File: src/bba_pkg.sv
// types and constants shared by the buddy block allocator modules
`timescale 1ns / 1ps
`default_nettype none

package bba_pkg;

  localparam int unsigned OrderW        = 5;
  localparam int unsigned SizeW         = 21;
  localparam int unsigned WasteW        = 20;
  localparam int unsigned IdW           = 8;
  localparam int unsigned MemOrderReset = 10;

  localparam logic OpAlloc = 1'b0;
  localparam logic OpFree  = 1'b1;

  typedef enum logic [2:0] {
    StOk        = 3'd0,
    StNoFit     = 3'd1,
    StSizeZero  = 3'd2,
    StIdBusy    = 3'd3,
    StIdNotHeld = 3'd4
  } status_e;

  typedef struct packed {
    logic              op;
    logic [IdW-1:0]    proc_id;
    logic [SizeW-1:0]  req_size;
  } req_t;

  typedef struct packed {
    logic              ok;
    logic [2:0]        status;
    logic [OrderW-1:0] block_order;
    logic [WasteW-1:0] internal_waste;
  } rsp_t;

  typedef struct packed {
    logic              valid;
    logic [OrderW-1:0] order;
  } owner_t;

  typedef struct packed {
    logic   en;
    owner_t entry;
  } owner_wr_t;

endpackage

`default_nettype wire

File: src/bba_owner_ram.sv
// owner table: synchronous memory, one write and one registered read port
`timescale 1ns / 1ps
`default_nettype none

module bba_owner_ram #(
  parameter int unsigned DEPTH = 256
) (
  input  wire logic                     clk_i,
  input  wire logic                     we_i,
  input  wire logic [$clog2(DEPTH)-1:0] waddr_i,
  input  wire bba_pkg::owner_t          wdata_i,
  input  wire logic                     re_i,
  input  wire logic [$clog2(DEPTH)-1:0] raddr_i,
  output bba_pkg::owner_t               rdata_o
);

  bba_pkg::owner_t mem_q [DEPTH];
  bba_pkg::owner_t rdata_q;

  always_ff @(posedge clk_i) begin
    if (we_i) begin
      mem_q[waddr_i] <= wdata_i;
    end
  end

  always_ff @(posedge clk_i) begin
    if (re_i) begin
      rdata_q <= mem_q[raddr_i];
    end
  end

  assign rdata_o = rdata_q;

endmodule

`default_nettype wire

File: src/bba_engine.sv
// free map store and the allocate / release decision
`timescale 1ns / 1ps
`default_nettype none

module bba_engine #(
  parameter int unsigned MAX_ORDER = 20
) (
  input  wire logic                          clk_i,
  input  wire logic                          rst_ni,
  input  wire logic                          cfg_we_i,
  input  wire logic [bba_pkg::OrderW-1:0]    cfg_wdata_i,
  input  wire bba_pkg::req_t                 req_i,
  input  wire logic                          in_table_i,
  input  wire bba_pkg::owner_t               entry_i,
  input  wire logic                          commit_i,
  output bba_pkg::rsp_t                      rsp_o,
  output bba_pkg::owner_wr_t                 owner_wr_o
);

  localparam int unsigned MapW = MAX_ORDER + 1;
  localparam logic [bba_pkg::OrderW-1:0] MemOrderRst =
    bba_pkg::OrderW'((bba_pkg::MemOrderReset > MAX_ORDER) ? MAX_ORDER
                                                          : bba_pkg::MemOrderReset);

  logic [bba_pkg::OrderW-1:0] mem_order_q;
  logic [bba_pkg::OrderW-1:0] cfg_sat;
  logic [MapW-1:0]            free_q;
  logic [MapW-1:0]            free_d;
  logic                       map_wr;

  logic [bba_pkg::SizeW-1:0]  size_m1;
  logic [bba_pkg::SizeW-1:0]  s1;
  logic [bba_pkg::SizeW-1:0]  s2;
  logic [bba_pkg::SizeW-1:0]  s4;
  logic [bba_pkg::SizeW-1:0]  s8;
  logic [bba_pkg::SizeW-1:0]  below;
  logic [bba_pkg::SizeW:0]    pow;
  logic [bba_pkg::OrderW-1:0] need;

  logic [MapW-1:0]            below_m;
  logic [MapW-1:0]            pow_m;
  logic [MapW-1:0]            limit_m;
  logic [MapW-1:0]            cand;
  logic [MapW-1:0]            low;
  logic                       fit;
  logic [MapW-1:0]            alloc_map;
  logic [MapW-1:0]            release_map;
  logic [bba_pkg::WasteW-1:0] waste;

  function automatic logic [bba_pkg::OrderW-1:0] pow_to_order(
    input logic [bba_pkg::SizeW:0] p
  );
    logic [bba_pkg::OrderW-1:0] o;
    o = '0;
    for (int i = 0; i <= bba_pkg::SizeW; i++) begin
      if (p[i]) o = o | bba_pkg::OrderW'(i);
    end
    return o;
  endfunction

  assign cfg_sat = (32'(cfg_wdata_i) > MAX_ORDER) ? bba_pkg::OrderW'(MAX_ORDER)
                                                  : cfg_wdata_i;

  // round the request up to a power of two by smearing size-1 downward
  assign size_m1 = req_i.req_size - bba_pkg::SizeW'(1);
  assign s1      = size_m1 | (size_m1 >> 1);
  assign s2      = s1 | (s1 >> 2);
  assign s4      = s2 | (s2 >> 4);
  assign s8      = s4 | (s4 >> 8);
  assign below   = s8 | (s8 >> 16);
  assign pow     = {1'b0, below} + (bba_pkg::SizeW + 1)'(1);
  assign need    = pow_to_order(pow);

  // smallest free order at or above need, then split down
  assign below_m   = MapW'(below);
  assign pow_m     = below_m + MapW'(1);
  assign limit_m   = ~({MapW{1'b1}} << mem_order_q) | (MapW'(1) << mem_order_q);
  assign cand      = free_q & ~below_m & limit_m;
  assign low       = cand & (~cand + MapW'(1));
  assign fit       = |cand;
  assign alloc_map = (free_q & ~low) | (low - pow_m);

  // release adds the block back, carries merge buddies
  assign release_map = free_q + (MapW'(1) << entry_i.order);

  assign waste = bba_pkg::WasteW'(pow - {1'b0, req_i.req_size});

  always_comb begin
    rsp_o                  = '0;
    rsp_o.status           = bba_pkg::StOk;
    owner_wr_o             = '0;
    free_d                 = free_q;
    map_wr                 = 1'b0;
    if (req_i.op == bba_pkg::OpFree) begin
      if (!in_table_i || !entry_i.valid) begin
        rsp_o.status = bba_pkg::StIdNotHeld;
      end else begin
        rsp_o.ok          = 1'b1;
        rsp_o.block_order = entry_i.order;
        owner_wr_o.en     = 1'b1;
        free_d            = release_map;
        map_wr            = 1'b1;
      end
    end else begin
      if (req_i.req_size == '0) begin
        rsp_o.status = bba_pkg::StSizeZero;
      end else if (!in_table_i || entry_i.valid) begin
        rsp_o.status = bba_pkg::StIdBusy;
      end else if ((need > mem_order_q) || !fit) begin
        rsp_o.status = bba_pkg::StNoFit;
      end else begin
        rsp_o.ok             = 1'b1;
        rsp_o.block_order    = need;
        rsp_o.internal_waste = waste;
        owner_wr_o.en        = 1'b1;
        owner_wr_o.entry     = '{valid: 1'b1, order: need};
        free_d               = alloc_map;
        map_wr               = 1'b1;
      end
    end
  end

  always_ff @(posedge clk_i or negedge rst_ni) begin
    if (!rst_ni) begin
      mem_order_q <= MemOrderRst;
      free_q      <= MapW'(1) << MemOrderRst;
    end else if (cfg_we_i) begin
      mem_order_q <= cfg_sat;
      free_q      <= MapW'(1) << cfg_sat;
    end else if (commit_i && map_wr) begin
      free_q      <= free_d;
    end
  end

endmodule

`default_nettype wire

File: src/buddy_block_allocator.sv
// buddy block allocator top level: sequencer, owner table and free map
`timescale 1ns / 1ps
`default_nettype none

// Each transaction first reads the owner entry of proc_id from the synchronous owner table,
// then, in the lookup state, decides, writes the entry back and updates the free map.
// A result is held in an output register, so the next transaction can be taken while a
// result still waits; the decision cycle itself waits while that register holds a stalled
// result. After reset and after every write of mem_order the owner table is swept clear,
// one entry per cycle, through all PROC_SLOTS entries; in_stall_o stays high meanwhile.
module buddy_block_allocator #(
  parameter int unsigned MAX_ORDER  = 20,
  parameter int unsigned PROC_SLOTS = 256
) (
  input  wire logic                       clk_i,
  input  wire logic                       rst_ni,
  input  wire logic                       cfg_we_i,
  input  wire logic [bba_pkg::OrderW-1:0] cfg_wdata_i,
  input  wire logic                       in_valid_i,
  output logic                            in_stall_o,
  input  wire bba_pkg::req_t              in_req_i,
  output logic                            out_valid_o,
  input  wire logic                       out_stall_i,
  output bba_pkg::rsp_t                   out_rsp_o
);

  localparam int unsigned IdxW = $clog2(PROC_SLOTS);

  typedef enum logic [1:0] {
    StClear,
    StIdle,
    StLookup
  } state_e;

  state_e              state_q;
  logic [IdxW-1:0]     clr_cnt_q;
  logic [IdxW-1:0]     idx_q;
  logic                in_table_q;
  bba_pkg::req_t       req_q;
  logic                out_valid_q;
  bba_pkg::rsp_t       out_q;

  logic [31:0]         id_ext;
  logic                in_table;
  logic                in_acc;
  logic                out_free;
  logic                commit;

  logic                ram_we;
  logic [IdxW-1:0]     ram_waddr;
  bba_pkg::owner_t     ram_wdata;
  bba_pkg::owner_t     ram_rdata;

  bba_pkg::rsp_t       rsp;
  bba_pkg::owner_wr_t  owner_wr;

  assign id_ext   = 32'(in_req_i.proc_id);
  assign in_table = id_ext < PROC_SLOTS;

  assign in_stall_o = (state_q != StIdle);
  assign in_acc     = in_valid_i && (state_q == StIdle);
  assign out_free   = !out_valid_q || !out_stall_i;
  assign commit     = (state_q == StLookup) && out_free && !cfg_we_i;

  always_comb begin
    ram_we    = 1'b0;
    ram_waddr = idx_q;
    ram_wdata = owner_wr.entry;
    if (state_q == StClear) begin
      ram_we    = 1'b1;
      ram_waddr = clr_cnt_q;
      ram_wdata = '0;
    end else if (commit && owner_wr.en && in_table_q) begin
      ram_we    = 1'b1;
    end
  end

  bba_owner_ram #(
    .DEPTH(PROC_SLOTS)
  ) u_owner_ram (
    .clk_i   (clk_i),
    .we_i    (ram_we),
    .waddr_i (ram_waddr),
    .wdata_i (ram_wdata),
    .re_i    (in_acc),
    .raddr_i (id_ext[IdxW-1:0]),
    .rdata_o (ram_rdata)
  );

  bba_engine #(
    .MAX_ORDER(MAX_ORDER)
  ) u_engine (
    .clk_i       (clk_i),
    .rst_ni      (rst_ni),
    .cfg_we_i    (cfg_we_i),
    .cfg_wdata_i (cfg_wdata_i),
    .req_i       (req_q),
    .in_table_i  (in_table_q),
    .entry_i     (ram_rdata),
    .commit_i    (commit),
    .rsp_o       (rsp),
    .owner_wr_o  (owner_wr)
  );

  always_ff @(posedge clk_i or negedge rst_ni) begin
    if (!rst_ni) begin
      state_q     <= StClear;
      clr_cnt_q   <= '0;
      idx_q       <= '0;
      in_table_q  <= 1'b0;
      req_q       <= '0;
      out_valid_q <= 1'b0;
      out_q       <= '0;
    end else begin
      if (commit) begin
        out_valid_q <= 1'b1;
      end else if (out_valid_q && !out_stall_i) begin
        out_valid_q <= 1'b0;
      end
      if (cfg_we_i) begin
        state_q   <= StClear;
        clr_cnt_q <= '0;
      end else begin
        case (state_q)
          StClear: begin
            clr_cnt_q <= clr_cnt_q + IdxW'(1);
            if (clr_cnt_q == IdxW'(PROC_SLOTS - 1)) begin
              state_q <= StIdle;
            end
          end
          StIdle: begin
            if (in_acc) begin
              req_q      <= in_req_i;
              idx_q      <= id_ext[IdxW-1:0];
              in_table_q <= in_table;
              state_q    <= StLookup;
            end
          end
          StLookup: begin
            if (commit) begin
              out_q   <= rsp;
              state_q <= StIdle;
            end
          end
          default: begin
            state_q <= StClear;
          end
        endcase
      end
    end
  end

  assign out_valid_o = out_valid_q;
  assign out_rsp_o   = out_q;

endmodule

`default_nettype wire

File: config.mk
export PLATFORM = sky130hd
export DESIGN_NAME = buddy_block_allocator
export DESIGN_NICKNAME = d
export VERILOG_FILES = /design/src/bba_pkg.sv /design/src/bba_owner_ram.sv /design/src/bba_engine.sv /design/src/buddy_block_allocator.sv
export SDC_FILE = /design/constraint.sdc
export NUM_CORES = 2
export LEC_CHECK = 0
export ABC_AREA = 1
export BUFFER_PORTS_ARGS = -buffer_cell sky130_fd_sc_hd__buf_2
export CELL_PAD_IN_SITES_DETAIL_PLACEMENT = 1
export CELL_PAD_IN_SITES_GLOBAL_PLACEMENT = 1
export CORE_ASPECT_RATIO = 1.1
export CORE_MARGIN = 2
export CORE_UTILIZATION = 25
export DETAILED_ROUTE_END_ITERATION = 10
export GPL_TIMING_DRIVEN = 0
export MAX_ROUTING_LAYER = met4
export PLACE_DENSITY = 0.45
export REMOVE_ABC_BUFFERS = 1
export SYNTH_ARGS = -nofsm -noshare
export SYNTH_HDL_FRONTEND = slang
export SYNTH_HIERARCHICAL = 1
export SYNTH_SLANG_ARGS = --single-unit
File: constraint.sdc
create_clock -name clk_i -period 29.6 [get_ports clk_i]
set_input_delay 5.92 -clock clk_i [delete_from_list [all_inputs] [get_ports clk_i]]
set_output_delay 5.92 -clock clk_i [all_outputs]
set_load 0.01 [all_outputs]
==> metrics <==
clock slew at reported path FFs approximately 0.06 ns; largest net degree at the start of global routing around 140; hold_ws 0.4692 ns; vias in the first global route roughly 53k; Synth top cells by count nand2_1, nand3_1, edfxtp_1, nor2_1, inv_1; GRT Util Overall 17.11%; Yosys top cell area share a little over three fifths; Leak Pwr just over 30 nW; crit path kind input pin to flip-flop; startpoint of the worst hold path req_q[28]$_DFFE_PN0P_; outcome complete, no violations; initial antenna violation count 8; Post-CTS Hold Fix Bufs 0; Reg2Reg Setup Slack ~20 ns; Seq/Total Area, Yosys about two thirds; CTS tree done; Place WS between 15 and 20 ns; starting density of the core about 25%; Final Total Pwr 5.837 mW; die footprint 298900 um2; hpwl dp about 160 mm; port buffer count 70; I/O pins ~70; Clock Latency Late Sink between 0.8 and 0.9 ns; Bufs on Longest Clock Path 4; via count 51.56k; clk sink count 1639; async set or reset register ratio after synthesis just under 6%; Critical R2R Launch req_q[1]$_DFFE_PN0P_; Critical Path RT around 30 ns; Hold Path End req_q[28]$_DFFE_PN0P_; Critical Path Start Type input pin; Layout Nets between 7k and 8k; Final min period around 11 ns; most common cell in the netlist nand2_1; FMAX just over 90 MHz; Syn Inst Count approximately 7.1k; worst-path fanout max about 120; Synth Register Bits approximately 1.6k; Routed Antenna Nets 0; H-tree levels 4; Hold Fails Final Rpt 0; First-pass DRT Iterations 5; Max-Cap Viols 0; Ys Warns 6; count of different cell masters after synthesis just under 60; final setup vio count 0; RSZ-0062 raised after global routing false; Syn Area/Cell around 10 um2; share of layout cells above drive strength 1 7.514%; pwr/cell area roughly 69 nW/um2; clk root buf clkbuf_16; Core Area roughly 290000 um2; total CTS buffers ~200; ranking of synthesized cells by area edfxtp_1, nand2_1, nand3_1, dfrtp_1, nor2_1; slew margin rel. about 18%; Area Overhead vs Synth 15.64%; placed insts around 11k; Initial DRC Count 3231; CP Capture Type flip-flop; Post-Route WL between 200 and 300 mm; first-pass GRT wire length 372.7 mm; Mapped Area between 70000 and 80000 um2; Post-Layout Cell Count 11.05k; Post-synth EDFFs around 1.5k; Clock Skew 0.03970 ns; reg2reg path depth 36; # Post-CTS Setup Buffers 0; Slew @ Worst Pin approximately 1.2 ns; chip width ~520 um; per-cell routed wire length roughly 23 um; DR vias/cell 4.667; gpl congestion approximately 0.8; DRC violations left 0; max-slew violations 0; die height roughly 570 um; FP Rows about 210; Main synth FF type edfxtp_1; Hold Path Stages 2; reg2reg end u_owner_ram/mem_q[146][3]$_DFFE_PP_; post-synthesis cell type with the largest combined area edfxtp_1; crit path DAT approximately 11 ns; Peak VDD IR ~0.042 mV; post-CTS resize count 0; final worst-path cycle share approximately 36%; Hold WC Path Type flip-flop to flip-flop; setup ws final 18.84 ns; GRT overflow 0
worst max path at each step:
stage / slack, ns / depth (start not counted) / to / start
after global routing: 18.59 / 18 / u_owner_ram/rdata_o[2]$_DFFE_PP_ / in_req_i[21]
after floorplan: 16.93 / 11 / u_owner_ram/rdata_o[0]$_DFFE_PP_ / in_req_i[21]
after detailed placement: 17.91 / 18 / u_owner_ram/rdata_o[4]$_DFFE_PP_ / in_req_i[21]
final: 18.84 / 18 / u_owner_ram/rdata_o[4]$_DFFE_PP_ / in_req_i[21]
after CTS: 18.84 / 18 / u_owner_ram/rdata_o[4]$_DFFE_PP_ / in_req_i[21]
after global placement: -43.86 / 12 / u_owner_ram/rdata_o[4]$_DFFE_PP_ / in_req_i[21]
worst max-delay path, cell delays in order:
cell and delay, ns:
buf_8 0.35, buf_16 0.34, buf_16 0.42, buf_16 0.41
inv_8 0.41, buf_16 0.35, buf_16 0.30, buf_16 0.27
nand2_1 0.15, nand3_1 0.10, nand3_1 0.18, nand3_1 0.17
nand3_1 0.19, nand2_1 0.14, nand2_1 0.09, nand3_1 0.27
nand3_1 0.34, nand2_1 0.19
power by group:
group / switching, mW / internal [mW] / leakage [nW]
clock: 0.967 / 1.36 / 2.94
sequential: 0.0584 / 2.58 / 13.5
combinational: 0.631 / 0.239 / 14.2
metrics by stage:
| stage | area (um2) | util [%] | TNS, ns |
|---|---|---|---|
| final | 85150 | 29.11 | 0 |
| after global routing | 85150 | 29.11 | 0 |
| after CTS | 85140 | 29.11 | 0 |
| after detailed placement | 79080 | 27.04 | 0 |
| after global placement | 76610 | 26.19 | -262.80 |
| after floorplan | 71400 | - | 0 |
cell type report:
class | count | area (um2)
Clock buffer | 263 | 5313
Multi-Input combinational cell | 4759 | 21820
Clock inverter | 81 | 744.5
Inverter | 251 | 972.2
Fill cell | 32681 | 207400
Timing Repair Buffer | 167 | 2690
Sequential cell | 1639 | 48740
Antenna cell | 4 | 10.01
Tap cell | 3885 | 4861
kinds of logic (layout without fill, tap and decap cells):
group / count (synthesis) / after routing / share of synthesized area (%)
AO/OA/AOI/OAI: 242 / 242 / 1.849
XOR/XNOR: 34 / 34 / 0.4044
adder cells (fa/ha/maj): 71 / 71 / 1.237
buffers and inverters: 655 / 762 / 4.313
flip-flops: 1639 / 1639 / 66.19
multiplexers: 1 / 1 / 0.01359
other: 0 / 4 / 0
AND/OR/NAND/NOR: 4411 / 4411 / 26.00
flip-flops by register name, summed over array words and instances, names as in the netlist:
name,cells
u_engine/free_q,21
out_valid_o,1
u_owner_ram/mem_q,1536
u_engine/mem_order_q,5
in_table_q,1
req_q,30
state_q,2
out_rsp_o,29
u_owner_ram/rdata_o,6
clr_cnt_q,8
per-layer routing:
layer  vias up  wire [um]  GRT usage, %
li1      24382          -             -
met1     26145     115200         22.27
met2       760     123500         28.57
met3       275       8460         1.876
met4         0       4870         3.840
met5         -          0             -
cells in the final DEF (no fill, tap or decap), types with 5 or more instances in the layout:
| master | instances |
|---|---|
| nor2_2 | 13 |
| o211ai_1 | 11 |
| clkbuf_8 | 5 |
| bufinv_16 | 13 |
| buf_12 | 50 |
| nand3_1 | 1594 |
| nand2_1 | 2164 |
| nand2_4 | 6 |
| nor2_4 | 19 |
| edfxtp_1 | 1542 |
| buf_16 | 47 |
| xnor2_1 | 14 |
| nand2_2 | 35 |
| nor3_1 | 34 |
| o21ai_2 | 5 |
| clkbuf_1 | 57 |
| o21ai_0 | 78 |
| a31oi_1 | 8 |
| o31ai_1 | 6 |
| clkinv_2 | 22 |
| clkbuf_16 | 201 |
| inv_2 | 11 |
| nand4_1 | 31 |
| nor2_1 | 476 |
| xor2_1 | 20 |
| a21o_1 | 7 |
| a21oi_1 | 95 |
| inv_1 | 235 |
| o22ai_1 | 7 |
| buf_2 | 64 |
| nor4_1 | 6 |
| clkinv_1 | 36 |
| dfrtp_1 | 94 |
| or2_2 | 5 |
| o21ai_1 | 8 |
| ha_1 | 68 |
(Power assumes the default switching activity.)
